$ cat src/rtl/core/tsl_pkg.sv
// Shared types and constants for the TDMA slot lease table.
package tsl_pkg;

	localparam int SLOT_COUNT_DEF = 16;

	localparam logic [2:0] OP_CLEAR      = 3'd0;
	localparam logic [2:0] OP_TICK       = 3'd1;
	localparam logic [2:0] OP_JOIN       = 3'd2;
	localparam logic [2:0] OP_DATA       = 3'd3;
	localparam logic [2:0] OP_RESET      = 3'd4;
	localparam logic [2:0] OP_DISCONNECT = 3'd5;
	localparam logic [2:0] OP_KEEPALIVE  = 3'd6;

	localparam logic [1:0] KIND_SYNC  = 2'd0;
	localparam logic [1:0] KIND_JOIN  = 2'd1;
	localparam logic [1:0] KIND_RESET = 2'd2;

	localparam logic [1:0] CFG_SYNC_SLOT       = 2'd0;
	localparam logic [1:0] CFG_DEFAULT_LEASE   = 2'd1;
	localparam logic [1:0] CFG_LOW_POWER_LEASE = 2'd2;

	localparam logic [3:0]  SYNC_SLOT_RST       = 4'd0;
	localparam logic [15:0] DEFAULT_LEASE_RST   = 16'd10;
	localparam logic [31:0] LOW_POWER_LEASE_RST = 32'd3375;
	localparam logic [31:0] KEEPALIVE_FALLBACK  = 32'd6;

	typedef struct packed {
		logic [2:0]  operation;
		logic [3:0]  slot;
		logic [7:0]  requested_slot;
		logic        low_power;
		logic        is_echo;
		logic [31:0] keepalive_lease;
	} in_t;

	typedef struct packed {
		logic [1:0]  kind;
		logic [7:0]  target_slot;
		logic [31:0] lease_left;
		logic [3:0]  next_free;
		logic        accepted;
		logic        echo_flag;
		logic        last;
	} out_t;

	typedef struct packed {
		logic [3:0]  sync_slot;
		logic [15:0] default_lease;
		logic [31:0] low_power_lease;
	} cfg_t;

endpackage

$ cat src/rtl/core/tdma_slot_lease_table.sv
// TDMA slot lease table: config registers, output register, sequencer and table.
// Frame tick: the slot is first reduced modulo SLOT_COUNT by repeated subtraction, then
//   the free-slot search reads one table entry per cycle and stops at the first free slot;
//   up to 2 result beats.
// Join: read, write, result beat; packets: read, write (+ a reset beat for a live non-echo reset); clear: no result.
// A new item is taken once the previous one has handed any last beat to the output register.
// Reset clears all leases and sets every refill to 10 through per-slot valid bits at once.
module tdma_slot_lease_table #(
	parameter int SLOT_COUNT = tsl_pkg::SLOT_COUNT_DEF
) (
	input  logic          clk,
	input  logic          arst_n,
	input  logic          in_valid,
	output logic          in_stall,
	input  tsl_pkg::in_t  in_data,
	output logic          out_valid,
	input  logic          out_stall,
	output tsl_pkg::out_t out_data,
	input  logic          cfg_valid,
	output logic          cfg_ready,
	input  logic [1:0]    cfg_index,
	input  logic [31:0]   cfg_data
);

	localparam int IW = $clog2(SLOT_COUNT);

	tsl_pkg::cfg_t cfg_q;
	logic          out_valid_q;
	tsl_pkg::out_t out_q;
	logic          res_valid;
	tsl_pkg::out_t res;
	logic          res_free;
	logic          mem_clr;
	logic [31:0]   mem_clr_refill;
	logic          mem_we;
	logic [IW-1:0] mem_waddr;
	logic [31:0]   mem_wrefill;
	logic [31:0]   mem_wleft;
	logic [IW-1:0] mem_raddr;
	logic [31:0]   mem_rd_refill;
	logic [31:0]   mem_rd_left;

	assign cfg_ready = 1'b1;

	always_ff @(posedge clk or negedge arst_n) begin
		if (!arst_n) begin
			cfg_q.sync_slot       <= tsl_pkg::SYNC_SLOT_RST;
			cfg_q.default_lease   <= tsl_pkg::DEFAULT_LEASE_RST;
			cfg_q.low_power_lease <= tsl_pkg::LOW_POWER_LEASE_RST;
		end else if (cfg_valid) begin
			unique case (cfg_index)
				tsl_pkg::CFG_SYNC_SLOT: cfg_q.sync_slot <= cfg_data[3:0];
				tsl_pkg::CFG_DEFAULT_LEASE: cfg_q.default_lease <= cfg_data[15:0];
				tsl_pkg::CFG_LOW_POWER_LEASE: cfg_q.low_power_lease <= cfg_data;
				default: ;
			endcase
		end
	end

	assign res_free = !out_valid_q || !out_stall;

	always_ff @(posedge clk or negedge arst_n) begin
		if (!arst_n) begin
			out_valid_q <= 1'b0;
		end else if (res_valid) begin
			out_valid_q <= 1'b1;
		end else if (!out_stall) begin
			out_valid_q <= 1'b0;
		end
	end

	always_ff @(posedge clk) begin
		if (res_valid) begin
			out_q <= res;
		end
	end

	assign out_valid = out_valid_q;
	assign out_data  = out_q;

	tsl_ctrl #(
		.SLOT_COUNT(SLOT_COUNT)
	) u_ctrl (
		.clk           (clk),
		.arst_n        (arst_n),
		.cfg           (cfg_q),
		.in_valid      (in_valid),
		.in_data       (in_data),
		.in_stall      (in_stall),
		.res_valid     (res_valid),
		.res           (res),
		.res_free      (res_free),
		.mem_clr       (mem_clr),
		.mem_clr_refill(mem_clr_refill),
		.mem_we        (mem_we),
		.mem_waddr     (mem_waddr),
		.mem_wrefill   (mem_wrefill),
		.mem_wleft     (mem_wleft),
		.mem_raddr     (mem_raddr),
		.mem_rd_refill (mem_rd_refill),
		.mem_rd_left   (mem_rd_left)
	);

	tsl_lease_mem #(
		.SLOT_COUNT(SLOT_COUNT)
	) u_mem (
		.clk       (clk),
		.arst_n    (arst_n),
		.clr       (mem_clr),
		.clr_refill(mem_clr_refill),
		.we        (mem_we),
		.waddr     (mem_waddr),
		.wrefill   (mem_wrefill),
		.wleft     (mem_wleft),
		.raddr     (mem_raddr),
		.rd_refill (mem_rd_refill),
		.rd_left   (mem_rd_left)
	);

endmodule

$ cat src/rtl/core/tsl_lease_mem.sv
// Per-slot lease and refill storage with valid bits and a clear that drops all valid bits at once.
module tsl_lease_mem #(
	parameter int SLOT_COUNT = tsl_pkg::SLOT_COUNT_DEF,
	localparam int IW = $clog2(SLOT_COUNT)
) (
	input  logic          clk,
	input  logic          arst_n,
	input  logic          clr,
	input  logic [31:0]   clr_refill,
	input  logic          we,
	input  logic [IW-1:0] waddr,
	input  logic [31:0]   wrefill,
	input  logic [31:0]   wleft,
	input  logic [IW-1:0] raddr,
	output logic [31:0]   rd_refill,
	output logic [31:0]   rd_left
);

	logic [31:0]           left_mem_q   [SLOT_COUNT];
	logic [31:0]           refill_mem_q [SLOT_COUNT];
	logic [SLOT_COUNT-1:0] valid_q;
	logic [31:0]           clr_refill_q;
	logic [31:0]           rd_left_q;
	logic [31:0]           rd_refill_q;
	logic                  rd_valid_q;

	always_ff @(posedge clk or negedge arst_n) begin
		if (!arst_n) begin
			valid_q      <= '0;
			clr_refill_q <= 32'(tsl_pkg::DEFAULT_LEASE_RST);
			rd_valid_q   <= 1'b0;
		end else begin
			rd_valid_q <= valid_q[raddr];
			if (clr) begin
				valid_q      <= '0;
				clr_refill_q <= clr_refill;
			end else if (we) begin
				valid_q[waddr] <= 1'b1;
			end
		end
	end

	always_ff @(posedge clk) begin
		if (we) begin
			left_mem_q[waddr]   <= wleft;
			refill_mem_q[waddr] <= wrefill;
		end
		rd_left_q   <= left_mem_q[raddr];
		rd_refill_q <= refill_mem_q[raddr];
	end

	assign rd_left   = rd_valid_q ? rd_left_q : '0;
	assign rd_refill = rd_valid_q ? rd_refill_q : clr_refill_q;

endmodule

$ cat src/rtl/core/tsl_ctrl.sv
// Sequencer with one shared subtractor that walks the lease table per item.
module tsl_ctrl #(
	parameter int SLOT_COUNT = tsl_pkg::SLOT_COUNT_DEF,
	localparam int IW = $clog2(SLOT_COUNT)
) (
	input  logic           clk,
	input  logic           arst_n,
	input  tsl_pkg::cfg_t  cfg,
	input  logic           in_valid,
	input  tsl_pkg::in_t   in_data,
	output logic           in_stall,
	output logic           res_valid,
	output tsl_pkg::out_t  res,
	input  logic           res_free,
	output logic           mem_clr,
	output logic [31:0]    mem_clr_refill,
	output logic           mem_we,
	output logic [IW-1:0]  mem_waddr,
	output logic [31:0]    mem_wrefill,
	output logic [31:0]    mem_wleft,
	output logic [IW-1:0]  mem_raddr,
	input  logic [31:0]    mem_rd_refill,
	input  logic [31:0]    mem_rd_left
);

	typedef enum logic [12:0] {
		S_IDLE      = 13'b0000000000001,
		S_REDUCE    = 13'b0000000000010,
		S_CUR       = 13'b0000000000100,
		S_SRCH      = 13'b0000000001000,
		S_PREV      = 13'b0000000010000,
		S_PRVD      = 13'b0000000100000,
		S_JOIN      = 13'b0000001000000,
		S_JOIND     = 13'b0000010000000,
		S_PKT       = 13'b0000100000000,
		S_PKTD      = 13'b0001000000000,
		S_EMIT_REP  = 13'b0010000000000,
		S_EMIT_JOIN = 13'b0100000000000,
		S_EMIT_RST  = 13'b1000000000000
	} state_t;

	state_t        state_q;
	logic [2:0]    op_q;
	logic [3:0]    cur_q;
	logic [7:0]    req_q;
	logic          lowp_q;
	logic          echo_q;
	logic [31:0]   ka_q;
	logic [31:0]   lease_rep_q;
	logic [3:0]    nfree_q;
	logic [IW-1:0] t_q;
	logic [IW-1:0] chk_q;
	logic [IW-1:0] cnt_q;
	logic          exp_q;
	logic          acc_q;
	logic [7:0]    rst_tgt_q;
	logic          rst_echo_q;

	logic [31:0]   alu_a;
	logic [31:0]   alu_b;
	logic [32:0]   alu_diff;
	logic [IW-1:0] cur_i;
	logic [IW-1:0] prv_i;
	logic [IW-1:0] slot_i;
	logic [IW-1:0] req_i;
	logic          chk_free;
	logic          prv_live;
	logic          join_ok;
	logic [31:0]   join_lease;
	logic          pkt_live;
	logic [31:0]   pkt_left;

	function automatic logic [IW-1:0] nxt(input logic [IW-1:0] x);
		nxt = (x == IW'(SLOT_COUNT - 1)) ? '0 : x + 1'b1;
	endfunction

	assign alu_diff = {1'b0, alu_a} - {1'b0, alu_b};

	assign cur_i  = IW'(cur_q);
	assign prv_i  = (cur_i == '0) ? IW'(SLOT_COUNT - 1) : cur_i - 1'b1;
	assign slot_i = IW'(cur_q);
	assign req_i  = IW'(req_q);

	assign chk_free   = (mem_rd_left == '0) && (8'(chk_q) != 8'(cfg.sync_slot));
	assign prv_live   = (8'(prv_i) != 8'(cfg.sync_slot)) && (mem_rd_left != '0);
	assign join_ok    = (req_q < 8'(SLOT_COUNT)) && (req_q != 8'(cfg.sync_slot))
		&& (mem_rd_left == '0);
	assign join_lease = lowp_q ? cfg.low_power_lease : 32'(cfg.default_lease);
	assign pkt_live   = (8'(cur_q) < 8'(SLOT_COUNT)) && (mem_rd_left != '0);

	always_comb begin
		unique case (op_q)
			tsl_pkg::OP_RESET, tsl_pkg::OP_DISCONNECT: pkt_left = '0;
			tsl_pkg::OP_KEEPALIVE: pkt_left = (ka_q != '0) ? ka_q : tsl_pkg::KEEPALIVE_FALLBACK;
			default: pkt_left = alu_diff[32] ? mem_rd_refill : mem_rd_left;
		endcase
	end

	assign in_stall       = (state_q != S_IDLE);
	assign mem_clr_refill = 32'(cfg.default_lease);

	always_comb begin
		mem_clr     = 1'b0;
		mem_we      = 1'b0;
		mem_waddr   = '0;
		mem_wrefill = '0;
		mem_wleft   = '0;
		mem_raddr   = '0;
		alu_a       = '0;
		alu_b       = '0;
		res_valid   = 1'b0;
		res         = '0;
		unique case (state_q)
			S_IDLE: begin
				mem_clr = in_valid && (in_data.operation == tsl_pkg::OP_CLEAR);
			end
			S_REDUCE: begin
				alu_a     = 32'(cur_q);
				alu_b     = 32'(SLOT_COUNT);
				mem_raddr = cur_i;
			end
			S_CUR: mem_raddr = nxt(cur_i);
			S_SRCH: mem_raddr = t_q;
			S_PREV: mem_raddr = prv_i;
			S_PRVD: begin
				alu_a       = mem_rd_left;
				alu_b       = 32'd1;
				mem_we      = prv_live;
				mem_waddr   = prv_i;
				mem_wrefill = mem_rd_refill;
				mem_wleft   = alu_diff[31:0];
			end
			S_JOIN: mem_raddr = req_i;
			S_JOIND: begin
				mem_we      = join_ok;
				mem_waddr   = req_i;
				mem_wrefill = join_lease;
				mem_wleft   = join_lease;
			end
			S_PKT: mem_raddr = slot_i;
			S_PKTD: begin
				alu_a       = mem_rd_left;
				alu_b       = mem_rd_refill;
				mem_we      = pkt_live;
				mem_waddr   = slot_i;
				mem_wrefill = mem_rd_refill;
				mem_wleft   = pkt_left;
			end
			S_EMIT_REP: begin
				res_valid       = res_free;
				res.kind        = tsl_pkg::KIND_SYNC;
				res.target_slot = 8'(cur_q);
				res.lease_left  = lease_rep_q;
				res.next_free   = nfree_q;
				res.last        = !exp_q;
			end
			S_EMIT_JOIN: begin
				res_valid       = res_free;
				res.kind        = tsl_pkg::KIND_JOIN;
				res.target_slot = req_q;
				res.accepted    = acc_q;
				res.last        = 1'b1;
			end
			S_EMIT_RST: begin
				res_valid       = res_free;
				res.kind        = tsl_pkg::KIND_RESET;
				res.target_slot = rst_tgt_q;
				res.echo_flag   = rst_echo_q;
				res.last        = 1'b1;
			end
			default: ;
		endcase
	end

	always_ff @(posedge clk or negedge arst_n) begin
		if (!arst_n) begin
			state_q <= S_IDLE;
		end else begin
			unique case (state_q)
				S_IDLE: begin
					if (in_valid) begin
						unique case (in_data.operation)
							tsl_pkg::OP_TICK: state_q <= S_REDUCE;
							tsl_pkg::OP_JOIN: state_q <= S_JOIN;
							tsl_pkg::OP_DATA, tsl_pkg::OP_RESET, tsl_pkg::OP_DISCONNECT,
							tsl_pkg::OP_KEEPALIVE: state_q <= S_PKT;
							default: state_q <= S_IDLE;
						endcase
					end
				end
				S_REDUCE: if (alu_diff[32]) state_q <= S_CUR;
				S_CUR: state_q <= (SLOT_COUNT > 1) ? S_SRCH : S_PREV;
				S_SRCH: if (chk_free || cnt_q == '0) state_q <= S_PREV;
				S_PREV: state_q <= S_PRVD;
				S_PRVD: state_q <= S_EMIT_REP;
				S_JOIN: state_q <= S_JOIND;
				S_JOIND: state_q <= S_EMIT_JOIN;
				S_PKT: state_q <= S_PKTD;
				S_PKTD: begin
					if (pkt_live && op_q == tsl_pkg::OP_RESET && !echo_q) begin
						state_q <= S_EMIT_RST;
					end else begin
						state_q <= S_IDLE;
					end
				end
				S_EMIT_REP: if (res_free) state_q <= exp_q ? S_EMIT_RST : S_IDLE;
				S_EMIT_JOIN: if (res_free) state_q <= S_IDLE;
				S_EMIT_RST: if (res_free) state_q <= S_IDLE;
				default: state_q <= S_IDLE;
			endcase
		end
	end

	always_ff @(posedge clk) begin
		unique case (state_q)
			S_IDLE: begin
				op_q   <= in_data.operation;
				cur_q  <= in_data.slot;
				req_q  <= in_data.requested_slot;
				lowp_q <= in_data.low_power;
				echo_q <= in_data.is_echo;
				ka_q   <= in_data.keepalive_lease;
			end
			S_REDUCE: if (!alu_diff[32]) cur_q <= alu_diff[3:0];
			S_CUR: begin
				lease_rep_q <= mem_rd_left;
				nfree_q     <= cfg.sync_slot;
				chk_q       <= nxt(cur_i);
				t_q         <= nxt(nxt(cur_i));
				cnt_q       <= IW'(SLOT_COUNT - 2);
			end
			S_SRCH: begin
				if (chk_free) begin
					nfree_q <= 4'(chk_q);
				end else if (cnt_q != '0) begin
					chk_q <= t_q;
					t_q   <= nxt(t_q);
					cnt_q <= cnt_q - 1'b1;
				end
			end
			S_PRVD: begin
				exp_q      <= prv_live && (alu_diff[31:0] == '0);
				rst_tgt_q  <= 8'(prv_i);
				rst_echo_q <= 1'b0;
			end
			S_JOIND: acc_q <= join_ok;
			S_PKTD: begin
				rst_tgt_q  <= 8'(cur_q);
				rst_echo_q <= 1'b1;
			end
			default: ;
		endcase
	end

endmodule
$ cat config.mk
export PLATFORM = sky130hd
export DESIGN_NAME = tdma_slot_lease_table
export DESIGN_NICKNAME = d
export VERILOG_FILES = /design/src/rtl/core/tsl_pkg.sv /design/src/rtl/core/tdma_slot_lease_table.sv /design/src/rtl/core/tsl_lease_mem.sv /design/src/rtl/core/tsl_ctrl.sv
export SDC_FILE = /design/constraint.sdc
export NUM_CORES = 2
export LEC_CHECK = 0
export ABC_AREA = 1
export BUFFER_PORTS_ARGS = -buffer_cell sky130_fd_sc_hd__buf_2
export CAP_MARGIN = 20
export CELL_PAD_IN_SITES_DETAIL_PLACEMENT = 2
export CELL_PAD_IN_SITES_GLOBAL_PLACEMENT = 2
export CORE_ASPECT_RATIO = 2
export CORE_MARGIN = 5
export CORE_UTILIZATION = 43
export CTS_BUF_LIST = sky130_fd_sc_hd__clkbuf_8
export CTS_CLUSTER_SIZE = 10
export DETAILED_ROUTE_END_ITERATION = 16
export GPL_TIMING_DRIVEN = 0
export HOLD_SLACK_MARGIN = 0.08
export PLACE_DENSITY_LB_ADDON = 0.1
export SLEW_MARGIN = 20
export SYNTH_ARGS = -nofsm -noshare
export SYNTH_HDL_FRONTEND = slang
export SYNTH_SLANG_ARGS = --single-unit
$ cat constraint.sdc
create_clock -name clk -period 5.5 [get_ports clk]
set_input_delay 1.1 -clock clk [delete_from_list [all_inputs] [get_ports clk]]
set_output_delay 1.1 -clock clk [all_outputs]
set_load 0.05 [all_outputs]
==> results.tsv <==
stage	metric	value	unit
run_status	outcome	complete, no violations	
routing	ant_nets	0	
timing	tightest_slew	1.050	ns
global_route	grt_pass1_wl	372300	um
timing	setup-tns-final	0	ns
timing	slew_violations	0	
clock_tree	clkSinkCount	1340	
worst_hold_path	hold_class	in -> reg	
timing	period_needed	5.373	ns
cells_and_area	fin_util	0.4981	
global_route	grt_overflow	0	
routing	drt_iter0_drc	3434	
logic_synthesis	ys_seq_elements	1340	
worst_setup_path	cpLargestDelayFamily	simple AND/OR/NAND/NOR gates	
power_and_ir_drop	powerDensity	433.0	nW/um^2
worst_hold_path	hold_depth	1	
power_and_ir_drop	power_frac_seq	0.424	
worst_setup_path	start_kind	flip-flop	
power_and_ir_drop	power	29220	uW
routing	dr.pass1.iters	6	
routing	wl_met2	141200	um
routing	routedWlPerCell	33.53	um
cells_and_area	drive_gt1_frac	0.1349	
floorplan	fp.dieArea	144500	um^2
logic_synthesis	yosysSeqAreaShare	0.6661	
logic_synthesis	syn_inst	5611	
routing	viasPerCell	5.987	
timing	setup_viol	0	
clock_tree	clk_latency	0.93	ns
cells_and_area	nNetsFinal	6170	
clock_tree	clockBufferDepth	4	
timing	slew_headroom	0.2945	
global_route	grt_usage	0.3586	
placed_design	placed_cell_area	63520	um^2
routing	wl_met1	83160	um
worst_setup_path	slowest_delay	0.43	ns
logic_synthesis	avgSynthCellArea	10.47	um^2
logic_synthesis	synth_area	58730	um^2
floorplan	die_width	271.3	um
floorplan	ioPinCount	140	
placed_design	hpwl	203300	um
clock_tree	path_clk_slew	0.07	ns
worst_setup_path	cp_slowest_cell	dfrtp_1	
logic_synthesis	synth_area_leaders	edfxtp_1 60%, nand3_1 12%, nand2_1 9.5%	
placed_design	gp_congestion	1.051	
worst_setup_path	worstPathCellList	nor2_2 > nand2_2 > nor2_4 > nand2_2 > nand2_1 > inv_1 > clkbuf_4 > clkbuf_2 > nor2_1 > ha_2 > nand2_1 > inv_1 > a21oi_1 > o211ai_1 > nor2_1 > nand2_2 > inv_1 > buf_2 > nor2_1 > o21ai_0 > nand3_4	
cells_and_area	mostFrequentLayoutCell	nand2_1	
global_route	grt_max_degree	67	
worst_setup_path	cp.depth	21	
logic_synthesis	synth_nets	5738	
timing	fin_crit_sh	0.9769	
power_and_ir_drop	p_sw_frac	0.3955	
global_route	first_global_vias	53050	
routing	drc	0	
routing	totalWireLength	266300	um
logic_synthesis	yosys.area.top_type_share	0.6018	
floorplan	die_h	532.7	um
timing	clock_skew	0.07028	ns
power_and_ir_drop	switchingPower	11560	uW
worst_setup_path	critPathKind	reg -> reg	
logic_synthesis	synth_cell_types	55	
logic_synthesis	synth_edf_count	1177	
power_and_ir_drop	peakVddDrop	316.1	uV
routing	highest_layer	met5	
power_and_ir_drop	p_leak	0.02587	uW
logic_synthesis	ys_warn_count	0	
worst_setup_path	cp-end-kind	flip-flop	
cells_and_area	final_cell_area	67490	um^2
timing	hold_viol_final	0	
global_route	antenna_found_initial	9	
logic_synthesis	synth_ff_type	edfxtp_1	
floorplan	core_area	135500	um^2
power_and_ir_drop	p_clk_frac	0.266	
worst_setup_path	required	6.01	ns
clock_tree	cts_buffers	200	
logic_synthesis	netlist.top_cell.by_area	edfxtp_1	
power_and_ir_drop	internal_power	17660	uW
clock_tree	cts_root_buf	clkbuf_8	
logic_synthesis	synthArstFlopShare	0.07388	
worst_setup_path	worstPathArrival	5.89	ns
worst_setup_path	reg2regPathDepth	21	
cells_and_area	area_growth	14.92	%
cells_and_area	final_cell_mix	1472 x nand2_1, 1433 x nand3_1, 1177 x edfxtp_1	
clock_tree	h-tree-depth	4	
clock_tree	cts_tree	built	
routing	num_vias	47560	
routing	route.met3.wl	12510	um
worst_setup_path	worst-path-buf-inv	6	
floorplan	rows	191	
floorplan	start_util	0.4334	
timing	timing.fmax	186.1	MHz
worst_setup_path	cp_max_fo	16	
power_and_ir_drop	power_frac_comb	0.310	
flow_run	max_cap_viol_count	0	
placed_design	portBuffers	138	
per-stage QoR:
stage                     worst slack, ns  hold WS [ns]  std cells
after floorplan                    0.6627        0.4492       5611
after global placement             -3.665        0.4641       7486
after detailed placement           -1.749        0.4827       7574
after CTS                        0.002677        0.2936       7934
after global routing             -0.01708        0.3312       7939
final                              0.1272        0.3514       7943
worst register-to-register path: cells and delay by family, from the launching register on:
kind,cells,cell delay (ns)
adders and majority gates,1,0.41
and+or+nand+nor,11,2.19
buffers and inverters,6,1.19
DFF,1,0.43
AOI/OAI and AO/OA,3,0.72
cells in the mapped netlist (38+ instances only):
master and n:
dfrtp_1 86, inv_1 323, a21oi_1 55, o21ai_0 179
dfxtp_1 64, clkbuf_1 131, buf_4 39, ha_1 38
nand2_1 1485, buf_2 127, nor2_1 200, edfxtp_1 1177
nand3_1 1452
cells by family after synthesis:
family | Yosys count | synth area share
buffers and inverters | 681 | 0.04975
XOR/XNOR | 15 | 0.002237
other | 1 | 0.00006385
adder cells (fa/ha/maj) | 39 | 0.008437
AO/OA/AOI/OAI | 297 | 0.02821
flip-flops | 1340 | 0.6661
multiplexers | 24 | 0.004602
AND/OR/NAND/NOR | 3214 | 0.2406
worst paths after layout:
kind,slack (ns),startpoint,endpoint
max,0.13,u_ctrl.state_q[1]$_DFFE_PN0P_,u_mem.left_mem_q[0][27]$_DFFE_PP_
min,0.35,in_data[33],u_ctrl.lowp_q$_DFFE_PP_
max reg2reg,0.13,u_ctrl.state_q[1]$_DFFE_PN0P_,u_mem.left_mem_q[0][27]$_DFFE_PP_
min reg2reg,0.50,cfg_q[34]$_DFFE_PN0P_,cfg_q[34]$_DFFE_PN0P_
max in group asynchronous,4.05,arst_n,cfg_q[21]$_DFFE_PN0P_
min in group asynchronous,0.67,arst_n,cfg_q[38]$_DFFE_PN0P_
cell type report:
cell class	instances	area (um^2)
inverters	340	1279
multi-input cells	3590	17260
diodes	8	20.02
repair buffers	230	2364
well taps	1737	2173
clock inverters	144	666.9
flip-flops and latches	1340	39120
clock buffers	213	2932
plain buffers	341	1682
fillers	13880	68010
per-layer routing:
layer,up-vias,track usage
met1,24260,0.3382
met5,-,0
met4,2,0.3128
met2,1969,0.6700
met3,928,0.04651
li1,20400,-
flip-flops by register name, summed over array words and instances, names as in the netlist, 32 cells and up:
name	count
u_ctrl.lease_rep_q	32
u_ctrl.ka_q	32
u_mem.left_mem_q	512
u_mem.rd_left_q	32
u_mem.rd_refill_q	32
u_mem.refill_mem_q	512
cfg_q	52
out_data	49
power groups by stage:
stage / clock network, uW / logic, uW / registers (uW)
after global placement: 0 / 8240 / 12600
final: 7780 / 9050 / 12400
after global routing: 8310 / 9470 / 12400
after CTS: 7860 / 8940 / 12400
after detailed placement: 0 / 8820 / 12600
after floorplan: 0 / 4710 / 12400
timing repair:
action | CTS | global route
endpoints found under the hold margin | 27 | 0
buffers inserted | 2 | 1
resized for setup | 64 | 24
endpoints found under the setup margin | 526 | 459
pin swaps | 2 | 1
hold buffers | 1 | 0
Power figures use the tool's default switching activity.
